$ cat src/swm_pkg.sv
`timescale 1ns / 1ps
// swm_pkg: shared control type for the sliding window median filter.
// No dependencies.
package swm_pkg;

    typedef struct packed {
        logic vld;
        logic le;
    } ctl_t;

endpackage

$ cat src/swm_cell.sv
`timescale 1ns / 1ps
// swm_cell: one slot of the sorted window; holds a sample, its age and a valid bit.
// Depends on swm_pkg (ctl_t).
module swm_cell #(
    parameter int WINDOW      = 9,
    parameter int SAMPLE_BITS = 16
) (
    input  logic                                 clk,
    input  logic                                 rst_n,
    input  logic                                 load,
    input  logic signed [SAMPLE_BITS-1:0]        x,
    input  logic signed [SAMPLE_BITS-1:0]        lo_val,
    input  logic [$clog2(WINDOW)-1:0]            lo_age,
    input  swm_pkg::ctl_t                        lo_ctl,
    input  logic signed [SAMPLE_BITS-1:0]        hi_val,
    input  logic [$clog2(WINDOW)-1:0]            hi_age,
    input  swm_pkg::ctl_t                        hi_ctl,
    input  logic                                 rb_in,
    output logic                                 rb_out,
    output logic                                 drop,
    output logic signed [SAMPLE_BITS-1:0]        val,
    output logic [$clog2(WINDOW)-1:0]            age,
    output swm_pkg::ctl_t                        ctl
);

    localparam int AW = $clog2(WINDOW);
    localparam logic [AW-1:0] AGE_MAX = AW'(WINDOW - 1);

    logic signed [SAMPLE_BITS-1:0] val_reg, val_next;
    logic [AW-1:0]                 age_reg, age_next;
    logic                          vld_reg, vld_next;

    logic signed [SAMPLE_BITS-1:0] o_val, p_val;
    logic [AW-1:0]                 o_age, p_age;
    logic                          o_vld, p_vld, o_le, p_le, le;

    assign le     = vld_reg && (val_reg <= x);
    assign drop   = vld_reg && (age_reg == AGE_MAX);
    assign rb_out = rb_in | drop;

    assign val = val_reg;
    assign age = age_reg;
    assign ctl = '{vld: vld_reg, le: le};

    // window after removing the oldest entry, at this slot and the one below
    assign o_val = rb_out ? hi_val     : val_reg;
    assign o_age = rb_out ? hi_age     : age_reg;
    assign o_vld = rb_out ? hi_ctl.vld : vld_reg;
    assign o_le  = rb_out ? hi_ctl.le  : le;
    assign p_val = rb_in  ? val_reg    : lo_val;
    assign p_age = rb_in  ? age_reg    : lo_age;
    assign p_vld = rb_in  ? vld_reg    : lo_ctl.vld;
    assign p_le  = rb_in  ? le         : lo_ctl.le;

    always_comb
    begin
        priority if (o_le)
        begin
            val_next = o_val;
            age_next = o_age + AW'(1);
            vld_next = o_vld;
        end
        else if (p_le)
        begin
            val_next = x;
            age_next = '0;
            vld_next = 1'b1;
        end
        else
        begin
            val_next = p_val;
            age_next = p_age + AW'(1);
            vld_next = p_vld;
        end
    end

    always_ff @(posedge clk or negedge rst_n)
    begin
        if (!rst_n)
        begin
            vld_reg <= 1'b0;
        end
        else if (load)
        begin
            vld_reg <= vld_next;
        end
    end

    always_ff @(posedge clk)
    begin
        if (load)
        begin
            val_reg <= val_next;
            age_reg <= age_next;
        end
    end

endmodule

$ cat src/sliding_window_median.sv
`timescale 1ns / 1ps
// sliding_window_median: running median over the last WINDOW samples.
// Cell row, then median register; 1 transaction per cycle unless result_ready stalls.
// The sorted cell row takes the new sample and drops the oldest in the same update.
// Reset empties the row and the fill count; the first WINDOW-1 results carry ready_res 0.
// Depends on swm_pkg and swm_cell.
module sliding_window_median #(
    parameter int WINDOW      = 9,
    parameter int SAMPLE_BITS = 16
) (
    input  logic                          clk,
    input  logic                          rst_n,
    input  logic                          sample_valid,
    output logic                          sample_ready,
    input  logic signed [SAMPLE_BITS-1:0] sample,
    output logic                          result_valid,
    input  logic                          result_ready,
    output logic signed [SAMPLE_BITS-1:0] median,
    output logic                          ready_res
);

    localparam int AW  = $clog2(WINDOW);
    localparam int CW  = $clog2(WINDOW + 1);
    localparam int MID = WINDOW / 2;
    localparam logic [CW-1:0] FULL = CW'(WINDOW);

    logic signed [SAMPLE_BITS-1:0] cval [WINDOW+1];
    logic [AW-1:0]                 cage [WINDOW+1];
    swm_pkg::ctl_t                 cctl [WINDOW+1];
    logic [WINDOW:0]               rb;
    logic [WINDOW-1:0]             drop_vec;
    logic [WINDOW-1:0]             vld_vec;

    logic          accept, load_out;
    logic          pend_reg, pend_next;
    logic          pend_full_reg;
    logic [CW-1:0] count_reg, count_next;
    logic          out_valid_reg;
    logic signed [SAMPLE_BITS-1:0] median_reg;
    logic          ready_res_reg;

    assign accept       = sample_valid && sample_ready;
    assign load_out     = pend_reg && (!out_valid_reg || result_ready);
    assign sample_ready = !pend_reg || load_out;

    assign rb[0]           = 1'b0;
    assign cval[WINDOW]    = '0;
    assign cage[WINDOW]    = '0;
    assign cctl[WINDOW]    = '{vld: 1'b0, le: 1'b0};

    genvar i;
    generate
        for (i = 0; i < WINDOW; i++)
        begin : g_cell
            logic signed [SAMPLE_BITS-1:0] lo_val;
            logic [AW-1:0]                 lo_age;
            swm_pkg::ctl_t                 lo_ctl;
            if (i == 0)
            begin : g_bot
                assign lo_val = '0;
                assign lo_age = '0;
                assign lo_ctl = '{vld: 1'b0, le: 1'b1};
            end
            else
            begin : g_mid
                assign lo_val = cval[i-1];
                assign lo_age = cage[i-1];
                assign lo_ctl = cctl[i-1];
            end

            swm_cell #(
                .WINDOW      (WINDOW),
                .SAMPLE_BITS (SAMPLE_BITS)
            ) u_cell (
                .clk    (clk),
                .rst_n  (rst_n),
                .load   (accept),
                .x      (sample),
                .lo_val (lo_val),
                .lo_age (lo_age),
                .lo_ctl (lo_ctl),
                .hi_val (cval[i+1]),
                .hi_age (cage[i+1]),
                .hi_ctl (cctl[i+1]),
                .rb_in  (rb[i]),
                .rb_out (rb[i+1]),
                .drop   (drop_vec[i]),
                .val    (cval[i]),
                .age    (cage[i]),
                .ctl    (cctl[i])
            );
            assign vld_vec[i] = cctl[i].vld;
        end
    endgenerate

    assign count_next = (count_reg == FULL) ? count_reg : count_reg + CW'(1);

    always_comb
    begin
        priority if (accept)
        begin
            pend_next = 1'b1;
        end
        else if (load_out)
        begin
            pend_next = 1'b0;
        end
        else
        begin
            pend_next = pend_reg;
        end
    end

    always_ff @(posedge clk or negedge rst_n)
    begin
        if (!rst_n)
        begin
            pend_reg      <= 1'b0;
            pend_full_reg <= 1'b0;
            count_reg     <= '0;
            out_valid_reg <= 1'b0;
        end
        else
        begin
            pend_reg <= pend_next;
            if (accept)
            begin
                count_reg     <= count_next;
                pend_full_reg <= (count_next == FULL);
            end
            if (load_out)
            begin
                out_valid_reg <= 1'b1;
            end
            else if (result_ready)
            begin
                out_valid_reg <= 1'b0;
            end
        end
    end

    always_ff @(posedge clk)
    begin
        if (load_out)
        begin
            median_reg    <= pend_full_reg ? cval[MID] : '0;
            ready_res_reg <= pend_full_reg;
        end
    end

    assign result_valid = out_valid_reg;
    assign median       = median_reg;
    assign ready_res    = ready_res_reg;

    a_one_drop: assert property (@(posedge clk) disable iff (!rst_n)
        $onehot0(drop_vec))
        else $error("more than one oldest entry in the window");

    a_fill_match: assert property (@(posedge clk) disable iff (!rst_n)
        $countones(vld_vec) == int'(count_reg))
        else $error("valid cells disagree with fill count");

    a_ready_full: assert property (@(posedge clk) disable iff (!rst_n)
        (result_valid && ready_res) |-> (count_reg == FULL))
        else $error("ready result before window filled");

    a_zero_fill: assert property (@(posedge clk) disable iff (!rst_n)
        (result_valid && !ready_res) |-> (median == '0))
        else $error("nonzero median while filling");

endmodule
$ cat config.mk
export PLATFORM = sky130hd
export DESIGN_NAME = sliding_window_median
export DESIGN_NICKNAME = d
export VERILOG_FILES = /design/src/swm_pkg.sv /design/src/swm_cell.sv /design/src/sliding_window_median.sv
export SDC_FILE = /design/constraint.sdc
export NUM_CORES = 1
export LEC_CHECK = 0
export ABC_AREA = 1
export BUFFER_PORTS_ARGS = -buffer_cell sky130_fd_sc_hd__buf_2
export CORE_MARGIN = 2
export CORE_UTILIZATION = 55
export CTS_CLUSTER_SIZE = 25
export DETAILED_ROUTE_END_ITERATION = 10
export PLACE_DENSITY = 0.71
export SYNTH_ARGS = -nofsm -noshare
export SYNTH_HDL_FRONTEND = slang
export SYNTH_SLANG_ARGS = --single-unit
$ cat constraint.sdc
create_clock -name clk -period 13.05 [get_ports clk]
set_input_delay 2.61 -clock clk [delete_from_list [all_inputs] [get_ports clk]]
set_output_delay 2.61 -clock clk [all_outputs]
set_load 0.02 [all_outputs]
# Yosys cells after proc, flatten, opt, wreduce, memory -nomap -nowiden
# Index checks and enable logic that the tools add are counted.
[op_classes]
reduce_logical = 27
n_mux = 91
order_cmp = 9
n_eq_ne = 12
bitwise_logic = 8
add_sub_neg = 10
[ops]
columns = ["cell", "count"]
rows = [
  ["16-bit two-way mux", 26],
  ["16-bit <= comparator", 9],
  ["4-bit two-way mux", 26],
  ["4-bit == test (second input constant)", 11],
  ["4-bit by 1-bit adder with 4-bit output (second input constant)", 10],
  ["1-bit two-way mux", 39],
  ["1-bit logical AND", 20],
  ["1-bit bitwise OR", 8],
  ["2-bit nonzero test", 2],
  ["1-bit zero test", 2],
  ["1-bit logical OR", 2],
  ["2-bit by 1-bit inequality test with 1-bit output (second input constant)", 1],
  ["2-bit AND reduction", 1],
]
[word_totals]
output_inout_bits = 19
regBits = 213
wordCells = 190

# Depth between registers and ports, before layout
# Gate-level depths: netlist (run 1).
[logic_depth]
depth_word = 13
depth_mapped = 21
mapped_depth_nobuf = 19

# Modules after synthesis
# Synthesis (run 1) repeated with hierarchy kept, for this count alone.
[unflattened]
hier_cells = 2513
hier_area_um2 = 18582.8
[modules_own_cells]
columns = ["mod", "n_inst", "cells_each", "area_per_inst_um2"]
rows = [
  ["swm_cell", 9, 268, 1949.4],
  ["sliding_window_median", 1, 101, 1038.5],
]

# Least setup slack after synthesis (run 1)
# Ideal clock, no wire load.
[synth_timing]
kind = "input -> register"
startpoint = "input result_ready"
endpoint = "register g_cell[1].u_cell.vld_reg"
setup_ps = 89
t_arrival_ps = 8451
n_path_buf = 1
required_ps = 12961
slack_ps = 4510
cell_stages = 7
path_cell_list = "inv_1 > nand3_1 > nand2_1 > inv_1 > clkbuf_1 > o21ai_0 > nand2_1"
[synth_via]
elab_chain_len = 4
[synth_lines]
columns = ["item", "line", "source"]
rows = [
  ["from (decl)", "sliding_window_median.sv:17", "input logic result_ready,"],
  ["1-bit logical OR", "sliding_window_median.sv:43", "assign load_out = pend_reg && (!out_valid_reg || result_ready);"],
  ["1-bit logical AND", "sliding_window_median.sv:43", ""],
  ["1-bit logical OR", "sliding_window_median.sv:44", "assign sample_ready = !pend_reg || load_out;"],
  ["net sample_ready", "sliding_window_median.sv:14", "output logic sample_ready,"],
  ["1-bit logical AND", "sliding_window_median.sv:42", "assign accept = sample_valid && sample_ready;"],
  ["net accept", "sliding_window_median.sv:34", "logic accept, load_out;"],
  ["to (signal assigned)", "swm_cell.sv:85", "vld_reg <= vld_next;"],
  ["to (decl)", "swm_cell.sv:31", "logic vld_reg, vld_next;"],
]
# The timed path passes the listed nets, and every way through them passes these cells.
# A chain may end at the register's enable or synchronous reset.

# Final worst setup path (run 1)
[layout_timing]
startpoint = "input sample[13]"
endpoint = "register g_cell[1].u_cell.age_reg[2], data pin"
[layout_via]
elab_chain_len = 5
word_cells_on_any_way = 10
classes_between = "order compare: 3; mux: 4; reduce/logical: 3"
[layout_lines]
columns = ["item", "line", "source"]
rows = [
  ["from (decl)", "sliding_window_median.sv:15", "input logic signed [SAMPLE_BITS-1:0] sample,"],
  ["16-bit <= comparator", "swm_cell.sv:37", "assign le = vld_reg && (val_reg <= x);"],
  ["1-bit logical AND", "swm_cell.sv:37", ""],
  ["1-bit two-way mux", "swm_cell.sv:53", "assign p_le = rb_in ? le : lo_ctl.le;"],
  ["4-bit two-way mux", "swm_cell.sv:63", "else if (p_le)"],
  ["4-bit two-way mux *", "swm_cell.sv:57", "priority if (o_le)"],
  ["net g_cell[1].u_cell.age_next[2]", "swm_cell.sv:30", "logic [AW-1:0] age_reg, age_next;"],
  ["to (signal assigned)", "swm_cell.sv:94", "age_reg <= age_next;"],
  ["to (decl)", "swm_cell.sv:30", ""],
]
# The timed path passes the listed nets; every way through them passes the cells marked *.

==> impl_metrics.yaml, run 1 <==
cells_and_area:
  finish.net_count: 2469
  instances_no_fill: 2708
  layout_commonest_cell: "nand2_1"
  area_growth_pct: 7.03
  layout_common_cells: "nand2_1 (716), nand3_1 (291), inv_1 (254)"
  utilization: 0.597
  antenna_cells: 0
  drive_gt1_frac: 0.0926
  largest_reg_flops: 144
clock_tree:
  cts_buffer_depth: 3
  htreeDepth: 1
  numCtsBuffers: 25
  cts_setup_buffers: 0
  post_cts_resized: 0
  clock_sinks: 213
  cts-hold-fix-buffers: 0
  clk_latency_ns: 0.54
  cts.clk_slew.worst_paths_ns: 0.06
  cts-root-buf: "clkbuf_16"
  cts_tree: "yes"
worst_hold_path:
  hold_depth: 2
  hold_path_startpoint: "pend_reg"
  hp-class: "reg -> reg"
  holdPathEnd: "result_valid"
floorplanning:
  die-area_um2: 32400
  fp.dieW_um: 180
  start_util: 0.558
  die_height_um: 180
  ios: 39
  core_um2: 30600
  row_count: 64
sta:
  worst_pin_slew_ns: 1.13
  hold_viol: 0
  finalMaxSlewViolations: 0
  setup_viol_count_final: 0
  fin_skew_ns: 0.0212
  rsz0062_at_grt: "false"
  fin_ws_ns: 6.33
  relSlewSlack: 0.246
  fin_tns_setup_ns: 0
  min_period_over_period: 0.515
  period_needed_ns: 6.72
  max_freq_mhz: 149
critical_path:
  r2r_start: "g_cell[0].u_cell.age[3]"
  crit_path_start_kind: "input port"
  r2r_end: "g_cell[4].u_cell.val[5]"
  path_cells: "buf_2 > clkinv_1 > ha_1 > a21oi_1 > o21ai_0 > a21oi_1 > nand2_1 > nand2_1 > nand2_1 > nand2_1 > nand3_1 > nand2_1 > inv_1 > nand2_1 > o21ai_0"
  r2r_slack_ns: 8.07
  slowest_stage: "nand2_1"
  reg2reg_depth: 12
  crit_fanout: 38
  cpPeakStageDelay_ns: 1.02
  cpMostUsedCell: "nand2_1"
  worstSetupPathType: "in -> reg"
  crit_arrival_ns: 6.95
  end_kind: "flop"
  worstPathRequired_ns: 13.29
place:
  post-dp-hpwl_mm: 35.0
  routabilityCongestion: 0.949
  io_buffers: 38
  dpl.cell_count: 2663
  pre_cts_slack_ns: 5.84
synth:
  avgSynthCellArea_um2: 7.43
  syn_nets: 2472
  ys.flop_type: "edfxtp_1"
  ys_async_sr_fraction: 0.0751
  ys_types: 48
  synth_cells: 2297
  synth_edf_count: 197
  ys_seq_area_frac: 0.370
  netlist_area_um2: 17100
  synthTopCellsByArea: "edfxtp_1 (35%), nand2_1 (16%), ha_1 (11%)"
  yosys.area.top_type_share: 0.347
  yosysWarnings: 0
  synth_top_area_cell: "edfxtp_1"
  synth_seq_cells: 213
grt:
  grt_pass1_vias: 14100
  grt_max_degree: 97
  grt.overflow.total: 0
  antenna_found_initial: 0
  grt_pass1_wl_mm: 78.6
  grt.total_usage: 0.303
status:
  outcome: "finished clean"
drt:
  drc: 0
  ant_nets: 0
  wl_per_cell_um: 18.3
  vias: 15300
  dr.pass1.iters: 8
  drtIter0Drc: 1647
  viasPerCell: 5.66
  finalWirelength_mm: 49.5
run:
  maxCapViolations: 0
## worst max path at each step
| stage | startpoint | cells after the start | slack, ns | to |
|---|---|---|---|---|
| 4_1_cts | sample[13] | 14 | 6.40 | g_cell[1].u_cell.age[2] |
| 3_5_place_dp | sample[13] | 14 | 5.84 | g_cell[1].u_cell.age[2] |
| 3_3_place_gp | sample[13] | 14 | 6.09 | g_cell[1].u_cell.age[2] |
| 2_1_floorplan | result_ready | 7 | 4.51 | g_cell[1].u_cell.vld_reg |
| 5_1_grt | sample[13] | 14 | 5.78 | g_cell[1].u_cell.val[10] |
| 6_report | sample[13] | 15 | 6.33 | g_cell[1].u_cell.age[2] |
## synthesized netlist by cell type, types with 9 or more instances
library cell  instances
nand2_1             716
nand3_1             291
inv_1               255
edfxtp_1            197
o21ai_0             168
ha_1                155
nor2_1              115
or2_2                78
a21oi_1              54
clkbuf_1             33
buf_2                32
o21ai_1              22
buf_4                17
dfrtp_1              16
mux2i_1              16
clkinv_1             15
xor2_1               14
nand2_2               9
nand4_1               9
o21bai_1              9
## final cells by class
cell class | count | area (um^2)
Fill cell | 2814 | 12300
Multi-Input combinational cell | 1718 | 9240
Sequential cell | 213 | 6320
Inverter | 277 | 1050
Clock buffer | 42 | 802
Tap cell | 396 | 495
Timing Repair Buffer | 59 | 348
Clock inverter | 3 | 17.5
## layer usage
layer,global-route usage,up-vias,wire length (um)
met3,0.0380,117,4210
met1,0.451,6900,22300
met4,0.145,0,2750
met5,0,-,0
li1,-,7585,-
met2,0.436,714,20200
## kinds of logic after synthesis
kind of cell / Yosys count / synth area share
multiplexers: 16 / 0.00939
adder cells (fa/ha/maj): 155 / 0.114
XOR/XNOR: 16 / 0.00821
buffers and inverters: 366 / 0.0885
flip-flops: 213 / 0.370
AND/OR/NAND/NOR: 1263 / 0.328
AO/OA/AOI/OAI: 268 / 0.0819
## worst max-delay path: cells and delay by family
kind                       cells  cell delay, ns
AOI/OAI and AO/OA              4            0.52
adders and majority gates      1            0.55
buffers and inverters          3            1.35
and+or+nand+nor                7            1.89
## metrics by stage
stage               hold WS, ns  cell area (um^2)
CTS                       0.487             18300
global placement          0.455             17400
global route              0.514             18300
detailed placement        0.473             17400
floorplan                 0.423             17100
finish                    0.480             18300
Power of run 1 is left out: the tool's default activity adds up to more than one toggle a clock period on the data nets, which glitch-free logic cannot reach.
==> inputs of run 2 (changes only) <==
--- a/config.mk
+++ b/config.mk
@@ -11,7 +11,7 @@
 export CORE_UTILIZATION = 55
 export CTS_CLUSTER_SIZE = 25
 export DETAILED_ROUTE_END_ITERATION = 10
-export PLACE_DENSITY = 0.71
+export PLACE_DENSITY = 0.74
 export SYNTH_ARGS = -nofsm -noshare
 export SYNTH_HDL_FRONTEND = slang
 export SYNTH_SLANG_ARGS = --single-unit
==> constraint.sdc (replaced) <==
create_clock -name clk -period 5.4 [get_ports clk]
set_input_delay 1.08 -clock clk [delete_from_list [all_inputs] [get_ports clk]]
set_output_delay 1.08 -clock clk [all_outputs]
set_load 0.02 [all_outputs]
==> impl_metrics.yaml, run 2 (synthesis gave the netlist of run 1 again) <==
sta:
  fin_skew_ns: 0.0147
  finalMaxSlewViolations: 0
  period_needed_ns: 4.32
  rsz0062_at_grt: "false"
  fin_tns_setup_ns: 0
  setup_viol_count_final: 0
  relSlewSlack: 0.327
  hold_viol: 0
  worst_pin_slew_ns: 1.01
  max_freq_mhz: 232
  min_period_over_period: 0.799
cells_and_area:
  multiInputGateArea_um2: 9240
  seqCellArea_um2: 6320
  drive_gt1_frac: 0.0979
  layout_common_cells: "nand2_1 (716), nand3_1 (291), inv_1 (254)"
  largest_reg_flops: 144
  area_growth_pct: 7.69
  fillers: 2817
  layout_commonest_cell: "nand2_1"
  finish.net_count: 2485
  antenna_cells: 0
critical_path:
  crit_fanout: 38
  end_kind: "flop"
  worstPathRequired_ns: 5.77
  crit_arrival_ns: 4.68
  worstSetupPathType: "in -> reg"
  crit_path_start_kind: "input port"
floorplanning:
  fp.dieW_um: 180
  die-area_um2: 32400
  ios: 39
  row_count: 64
  core_um2: 30600
  die_height_um: 180
  start_util: 0.558
drt:
  drtIter0Drc: 1794
  finalWirelength_mm: 51.2
  viasPerCell: 5.80
  drc: 0
  wl_per_cell_um: 18.8
  dr.pass1.iters: 6
  ant_nets: 0
  vias: 15800
clock_tree:
  numCtsBuffers: 25
  cts-hold-fix-buffers: 0
  post_cts_resized: 0
  cts_tree: "yes"
  clock_sinks: 213
  cts.clk_slew.worst_paths_ns: 0.06
  htreeDepth: 1
  clk_latency_ns: 0.54
  cts_buffer_depth: 3
  cts-root-buf: "clkbuf_16"
  cts_setup_buffers: 0
place:
  post-dp-hpwl_mm: 36.1
  io_buffers: 38
  routabilityCongestion: 0.935
grt:
  grt_pass1_wl_mm: 81.1
  antenna_found_initial: 0
  grt.total_usage: 0.311
  grt_pass1_vias: 14900
  grt_max_degree: 78
  grt.overflow.total: 0
status:
  outcome: "finished clean"
run:
  maxCapViolations: 0
worst_hold_path:
  hp-class: "reg -> reg"
run 2: cell count changes in the layout (fill, tap and decap cells not counted), moves of 2 or more:
cell       delta
buf_4        +15
clkbuf_16     -2
clkbuf_8      -3
bufinv_16     +2
clkinv_1      +2
clkinv_2      +2
run 2: per-layer routing:
metal	vias to the layer above	track usage	wire, um
met5	-	0	0
met4	0	0.112	1940
met3	117	0.0459	4930
met2	797	0.479	22000
met1	7236	0.447	22400
li1	7639	-	-
run 2: critical path: stages:
cell and delay (ns):
buf_2 0.12, clkinv_1 0.69, ha_1 0.62, nand2_1 0.06, nor2_1 0.14, nand2_1 0.07
nand2_1 0.05, nand2_1 0.07, nand2_1 0.07, nand2_1 0.04, nand2_1 0.06, nand2_1 0.07
nand2_1 0.43, nand2_2 0.35, inv_1 0.12, buf_4 0.34, nand2_1 0.15, o21ai_0 0.12
run 2: through the flow:
stage	std cells	instance area, um^2	setup WS (ns)	hold WS, ns	utilization
6_report	2724	18400	1.08	0.487	0.601
5_1_grt	2724	18400	0.851	0.517	0.601
4_1_cts	2724	18400	1.16	0.496	0.601
3_5_place_dp	2679	17600	0.613	0.484	0.575
3_3_place_gp	2679	17600	0.697	0.462	0.575
2_1_floorplan	2297	17100	1.05	0.423	-
run 2: path summary, 6_finish.rpt:
path | to | slack, ns | from | cells past startpoint
setup / recovery | g_cell[0].u_cell.val[2] | 1.08 | sample[4] | 18
hold / removal | result_valid | 0.49 | pend_reg | 2
setup reg to reg | g_cell[8].u_cell.val[2] | 1.51 | g_cell[0].u_cell.age[3] | 13
hold reg to reg | result_valid | 0.49 | pend_reg | 2
max in group asynchronous | g_cell[1].u_cell.vld_reg | 4.46 | rst_n | 1
min in group asynchronous | g_cell[6].u_cell.vld_reg | 0.54 | rst_n | 1
run 2: area by class of cell:
class                   instances  share of cell area
repair buffers                 75              0.0261
well taps                     396              0.0270
inverters                     277              0.0570
clock buffers                  37              0.0387
flip-flops and latches        213               0.344
clock inverters                 8             0.00477
multi-input cells            1718               0.503
Power of run 2 is left out for the same reason.
